### src/design/srd_pkg.sv
`timescale 1ns / 1ps
`default_nettype none

package srd_pkg;

  // operand and result width
  localparam int unsigned WIDTH = 8;

  // operand beat
  typedef struct packed {
    logic signed [WIDTH-1:0] dividend;
    logic signed [WIDTH-1:0] divisor;
  } op_t;

  // result beat
  typedef struct packed {
    logic signed [WIDTH-1:0] quotient;
    logic signed [WIDTH-1:0] remainder;
  } res_t;

  // state carried down the round pipeline
  typedef struct packed {
    logic [WIDTH:0]   a;     // partial remainder, one guard bit
    logic [WIDTH-1:0] q;     // dividend magnitude shifting into quotient
    logic [WIDTH-1:0] m;     // divisor magnitude
    logic             xneg;  // dividend negative: negate remainder
    logic             qneg;  // operands of strictly opposite sign: negate quotient
  } work_t;

endpackage

`default_nettype wire

### src/design/signed_restoring_divider_core.sv
`timescale 1ns / 1ps
`default_nettype none

// Signed 8-bit divider: each op beat (dividend, divisor) yields one res beat
// (quotient truncated toward zero, remainder carrying the dividend's sign).
// A zero divisor gives an all-ones quotient and the dividend as remainder;
// the most negative dividend over minus one wraps to the most negative value.
// The datapath is a pipeline of WIDTH+2 register stages: operand magnitude
// and sign capture, one stage per restoring round, then sign fixup into the
// output register. A new beat is taken every cycle while res_ready is high;
// backpressure on res_ready stalls every stage that has no bubble ahead of
// it, while a stage with a bubble ahead of it keeps moving to fill it.

module signed_restoring_divider_core (
  input  wire                 clk,
  input  wire                 rst,
  input  wire                 op_valid,
  output logic                op_ready,
  input  srd_pkg::op_t        op,
  output logic                res_valid,
  input  wire                 res_ready,
  output srd_pkg::res_t       res
);

  localparam int unsigned W = srd_pkg::WIDTH;

  logic           st_valid [0:W];
  logic           st_ready [0:W];
  srd_pkg::work_t st_data  [0:W];

  // operand capture
  srd_prep u_prep (
    .clk        (clk),
    .rst        (rst),
    .op_valid   (op_valid),
    .op_ready   (op_ready),
    .op         (op),
    .work_valid (st_valid[0]),
    .work_ready (st_ready[0]),
    .work       (st_data[0])
  );

  // one stage per quotient bit
  for (genvar i = 0; i < W; i++) begin : g_round
    srd_round u_round (
      .clk      (clk),
      .rst      (rst),
      .up_valid (st_valid[i]),
      .up_ready (st_ready[i]),
      .up       (st_data[i]),
      .dn_valid (st_valid[i+1]),
      .dn_ready (st_ready[i+1]),
      .dn       (st_data[i+1])
    );
  end

  // sign fixup and output register
  srd_fix u_fix (
    .clk        (clk),
    .rst        (rst),
    .work_valid (st_valid[W]),
    .work_ready (st_ready[W]),
    .work       (st_data[W]),
    .res_valid  (res_valid),
    .res_ready  (res_ready),
    .res        (res)
  );

  // an open output means every stage can move
  a_ready_flow: assert property (@(posedge clk) disable iff (rst)
    res_ready |-> op_ready)
    else $error("pipeline blocked while output is open");

  // a beat taken at the input shows up in the capture stage next cycle
  a_latency: assert property (@(posedge clk) disable iff (rst)
    (op_valid && op_ready && res_ready) |=> (st_valid[0] || $past(rst)))
    else $error("accepted beat lost at capture stage");

endmodule

`default_nettype wire

### src/design/srd_prep.sv
`timescale 1ns / 1ps
`default_nettype none

module srd_prep (
  input  wire                 clk,
  input  wire                 rst,
  input  wire                 op_valid,
  output logic                op_ready,
  input  srd_pkg::op_t        op,
  output logic                work_valid,
  input  wire                 work_ready,
  output srd_pkg::work_t      work
);

  localparam int unsigned W = srd_pkg::WIDTH;

  logic           xneg;
  logic           yneg;
  logic           xpos;
  logic           ypos;
  srd_pkg::work_t work_next;

  // signs and magnitudes of the operands
  always_comb begin
    xneg = op.dividend[W-1];
    yneg = op.divisor[W-1];
    xpos = !xneg && (op.dividend != '0);
    ypos = !yneg && (op.divisor != '0);
    work_next.a    = '0;
    work_next.q    = xneg ? (W)'(-op.dividend) : op.dividend;
    work_next.m    = yneg ? (W)'(-op.divisor) : op.divisor;
    work_next.xneg = xneg;
    work_next.qneg = (xneg && ypos) || (xpos && yneg);
  end

  assign op_ready = !work_valid || work_ready;

  // stage register
  always_ff @(posedge clk) begin
    if (rst) begin
      work_valid <= 1'b0;
    end else if (op_ready) begin
      work_valid <= op_valid;
    end
  end

  always_ff @(posedge clk) begin
    if (op_ready && op_valid) begin
      work <= work_next;
    end
  end

endmodule

`default_nettype wire

### src/design/srd_round.sv
`timescale 1ns / 1ps
`default_nettype none

module srd_round (
  input  wire                 clk,
  input  wire                 rst,
  input  wire                 up_valid,
  output logic                up_ready,
  input  srd_pkg::work_t      up,
  output logic                dn_valid,
  input  wire                 dn_ready,
  output srd_pkg::work_t      dn
);

  localparam int unsigned W = srd_pkg::WIDTH;

  logic [W:0]     a_sh;
  logic [W:0]     trial;
  srd_pkg::work_t dn_next;

  // one restoring round: shift, trial subtract, keep or restore
  always_comb begin
    a_sh    = {up.a[W-1:0], up.q[W-1]};
    trial   = a_sh - {1'b0, up.m};
    dn_next = up;
    dn_next.q = {up.q[W-2:0], 1'b0};
    if (!trial[W]) begin
      dn_next.a    = trial;
      dn_next.q[0] = 1'b1;
    end else begin
      dn_next.a = a_sh;
    end
  end

  assign up_ready = !dn_valid || dn_ready;

  always_ff @(posedge clk) begin
    if (rst) begin
      dn_valid <= 1'b0;
    end else if (up_ready) begin
      dn_valid <= up_valid;
    end
  end

  always_ff @(posedge clk) begin
    if (up_ready && up_valid) begin
      dn <= dn_next;
    end
  end

  // partial remainder always stays below a nonzero divisor
  a_rem_below_divisor: assert property (@(posedge clk) disable iff (rst)
    (dn_valid && (dn.m != '0)) |-> (dn.a < {1'b0, dn.m}))
    else $error("partial remainder not below divisor");

  // guard bit never survives a round
  a_guard_clear: assert property (@(posedge clk) disable iff (rst)
    dn_valid |-> !dn.a[W])
    else $error("partial remainder guard bit set");

endmodule

`default_nettype wire

### src/design/srd_fix.sv
`timescale 1ns / 1ps
`default_nettype none

module srd_fix (
  input  wire                 clk,
  input  wire                 rst,
  input  wire                 work_valid,
  output logic                work_ready,
  input  srd_pkg::work_t      work,
  output logic                res_valid,
  input  wire                 res_ready,
  output srd_pkg::res_t       res
);

  localparam int unsigned W = srd_pkg::WIDTH;

  srd_pkg::res_t res_next;

  // apply signs, wrapping to the result width
  always_comb begin
    res_next.quotient  = work.qneg ? (W)'(-work.q) : work.q;
    res_next.remainder = work.xneg ? (W)'(-work.a[W-1:0]) : work.a[W-1:0];
  end

  assign work_ready = !res_valid || res_ready;

  // output register
  always_ff @(posedge clk) begin
    if (rst) begin
      res_valid <= 1'b0;
    end else if (work_ready) begin
      res_valid <= work_valid;
    end
  end

  always_ff @(posedge clk) begin
    if (work_ready && work_valid) begin
      res <= res_next;
    end
  end

  // zero divisor: every round succeeds, quotient magnitude is all ones
  a_div_zero_ones: assert property (@(posedge clk) disable iff (rst)
    (work_valid && (work.m == '0)) |-> (work.q == '1) && !work.qneg)
    else $error("zero divisor did not give all-ones quotient");

  // remainder magnitude fits in the result width
  a_rem_fits: assert property (@(posedge clk) disable iff (rst)
    work_valid |-> !work.a[W])
    else $error("final remainder overflows");

endmodule

`default_nettype wire

### config.mk
export PLATFORM = sky130hd
export DESIGN_NAME = signed_restoring_divider_core
export DESIGN_NICKNAME = d
export VERILOG_FILES = /design/src/design/srd_pkg.sv /design/src/design/signed_restoring_divider_core.sv /design/src/design/srd_prep.sv /design/src/design/srd_round.sv /design/src/design/srd_fix.sv
export SDC_FILE = /design/constraint.sdc
export NUM_CORES = 1
export LEC_CHECK = 0
export ABC_AREA = 1
export BUFFER_PORTS_ARGS = -buffer_cell sky130_fd_sc_hd__buf_4
export CAP_MARGIN = 15
export CORE_ASPECT_RATIO = 1.25
export CORE_UTILIZATION = 40
export CTS_CLUSTER_SIZE = 16
export DETAILED_ROUTE_END_ITERATION = 10
export HOLD_SLACK_MARGIN = 0.03
export PLACE_DENSITY = 0.55
export SKIP_LAST_GASP = 1
export SLEW_MARGIN = 5
export SYNTH_ARGS = -nofsm -noshare
export SYNTH_HDL_FRONTEND = slang
export SYNTH_HIERARCHICAL = 1
export SYNTH_SLANG_ARGS = --single-unit
### constraint.sdc
create_clock -name clk -period 3.3 [get_ports clk]
set_input_delay 0.33 -clock clk [delete_from_list [all_inputs] [get_ports clk]]
set_output_delay 0.33 -clock clk [all_outputs]
set_load 0.005 [all_outputs]
==> impl_results.md <==
* Sequential share of power at 0.479
* Vias in the first global route at 8456
* CTS tree: yes
* # IOs at 38
* PostCTS Resize Cnt at 0
* Die X at ~170 um
* IO Port Bufs at 37
* Core ar. at approximately 34000 um^2
* Largest net degree at the start of global routing at 27
* R2R cell count at 19
* P&R area growth vs syn at 13.5%
* Min cycle time layout at 2800 ps
* CTS clk-pin slew, worst paths at 60 ps
* Endpoints failing hold at 0
* R2r startpoint: u_fix/res_valid
* Final WL at 21700 um
* # DRC at 0
* Reg area at between 7000 and 8000 um^2
* Dpl cells at 1773
* Switching Share at 0.226
* CP Data Arrival Time at 2470 ps
* Total number of yosys warnings at 6
* Post-Synthesis Cells at approximately 1300
* Fmax at roughly 0.36 GHz
* Number of antenna diodes at 0
* Maximum vdd ir drop at 0.327 mV
* Fill count at 3087
* GR Util All Layers at 0.132
* DR iter-0 viols at 249
* Max-slew headroom at 0.331
* Net count, final at 1478
* Antenna Nets Post-Route at 0
* Synthesized area at between 10000 and 15000 um^2
* Hold Crit Class: in2reg
* Final Max Slew Viols at 0
* Final Non-Filler Cells at 1825
* Power Dens Cells at approximately 480 nW/um^2
* DR vias at 8319
* Internal Power at between 5000 and 6000 uW
* Combinational fraction of design power at 0.096
* Clk sinks at 244
* DR vias/cell at 4.56
* RSZ-0062 raised after global routing: no
* Critical Path End: op_ready
* Clock network power share at 0.425
* Crit share post-route at 0.850
* Initial antenna violation count at 0
* Reg2reg setup slack at 600 ps
* Max-cap viol count at 0
* Leakage at 0.00681 uW
* Setup Viol. Count Final at 0
* Global-route wire length before repair at 37600 um
* Worst-Margin Slew at between 1000 and 1500 ps
* Syn_area_per_cell at 10.3 um^2
* Setup TNS at 0 ps
* Critical Path Source: u_fix/res_valid
* Run status: completed
* Worst Skew at approximately 25 ps
* TritonCTS Buffers at 26
* H-tree depth at 1
* Rows at 75
* Starting density of the core at 0.404
* Capturing point of the worst reg2reg path: u_prep/work[6]
* WP data required at ~3000 ps
* Final core area utilization at 0.459
* Clk root buf: clkbuf_16
* Detailed placer's ending HPWL at approximately 17000 um
* Wire length per cell at between 10 and 15 um
* Crit. End Element: output pin
* CP Launch Type: flip-flop
* Clock Latency Late Sink at 540 ps
* CP Class: reg2out
* Hold path startpoint: op[5]
* Multi-input logic area at 5370 um^2
* Critical-path maximum fanout at 3
* Die Span Y at 208 um
* Share of cells above drive strength 1 at 0.234
* Die area at about 35000 um^2
* Final Wtd Congestion at slightly below 0.8
* P_sw at 1660 uW
* Overall power at 7340 uW
* CTS Buffer Depth at 3
* Overflow after GRT at 0
* TritonRoute pass-1 iters at 4
-- power groups by stage --
stage / combinational, uW / sequential (uW) / clock (uW)
floorplan: 578 / 3570 / 0
global placement: 694 / 3580 / 0
detailed placement: 705 / 3580 / 0
CTS: 711 / 3520 / 3220
global route: 805 / 3520 / 3320
finish: 704 / 3520 / 3120
-- flip-flops by register name (all words and copies together) (netlist names) --
signal / flops
u_prep/work: 18
g_round.u_round/dn_valid: 8
u_prep/work_valid: 1
u_fix/res: 16
u_fix/res_valid: 1
g_round.u_round/dn: 200
-- worst min-delay path by stage --
stage | to | slack (ps) | cells past startpoint
floorplan | g_round[0].u_round/dn_valid | 400 | 1
global placement | g_round[7].u_round/dn[1] | 400 | 0
detailed placement | g_round[1].u_round/dn[12] | 400 | 0
CTS | u_fix/res_valid | 30 | 4
global route | u_prep/work[7] | 60 | 3
finish | u_prep/work[7] | 60 | 3
-- what timing repair did --
action	4_1_cts	5_1_grt
hold endpoints to repair	13	0
setup buffers	0	0
hold buffers	4	0
-- cells in the final DEF (no fill, tap or decap), drive strengths merged --
| master | n |
|---|---|
| clkbuf | 30 |
| edfxtp | 234 |
| bufinv | 6 |
| nand3 | 126 |
| nor2 | 49 |
| dfxtp | 10 |
| nand2 | 435 |
| xor2 | 7 |
| nand4 | 2 |
| inv | 248 |
| clkinvlp | 1 |
| clkinv | 11 |
| xnor2 | 29 |
| or2 | 16 |
| o21ai | 7 |
| buf | 45 |
| dlygate4sd3 | 4 |
| a21oi | 38 |
| fa | 8 |
| ha | 68 |
| o21bai | 1 |
| nand3b | 18 |
| conb | 8 |
| nor3 | 1 |
-- critical path: stages, from the launching register on --
cell     delay (ps)
dfxtp_1         350
nand2_1          80
inv_1            80
nand2_1          70
inv_1            90
nand2_1          70
inv_1            80
nand2_1          70
inv_1            80
nand2_1          70
inv_1            80
nand2_1          70
inv_1            80
nand2_1          70
inv_1            80
nand2_1          70
inv_1            80
nand2_1          70
inv_1            80
nand2_1          70
buf_4           140
-- area by class of cell --
class,count,share of cell area
Inverter,248,0.0607
Multi-Input combinational cell,813,0.349
Clock buffer,30,0.0433
Timing Repair Buffer,49,0.0246
Sequential cell,244,0.470
Clock inverter,18,0.0176
Tap cell,423,0.0344
-- routing by layer --
layer / global-route usage / part of all wire / vias up
li1: - / - / 4358
met1: 0.111 / 0.33 / 3793
met2: 0.293 / 0.61 / 114
met3: 0.0172 / 0.026 / 54
met4: 0.0556 / 0.033 / 0
met5: 0 / 0 / -
-- through the flow --
stage	hold slack (ps)	worst slack (ps)	cell area, um^2
2_1_floorplan	399	364	13600
3_3_place_gp	402	463	14400
3_5_place_dp	405	479	14400
4_1_cts	34.6	442	15400
5_1_grt	61.3	149	15400
6_report	61.7	496	15400
Note: power is estimated with default switching activity, not from simulation.
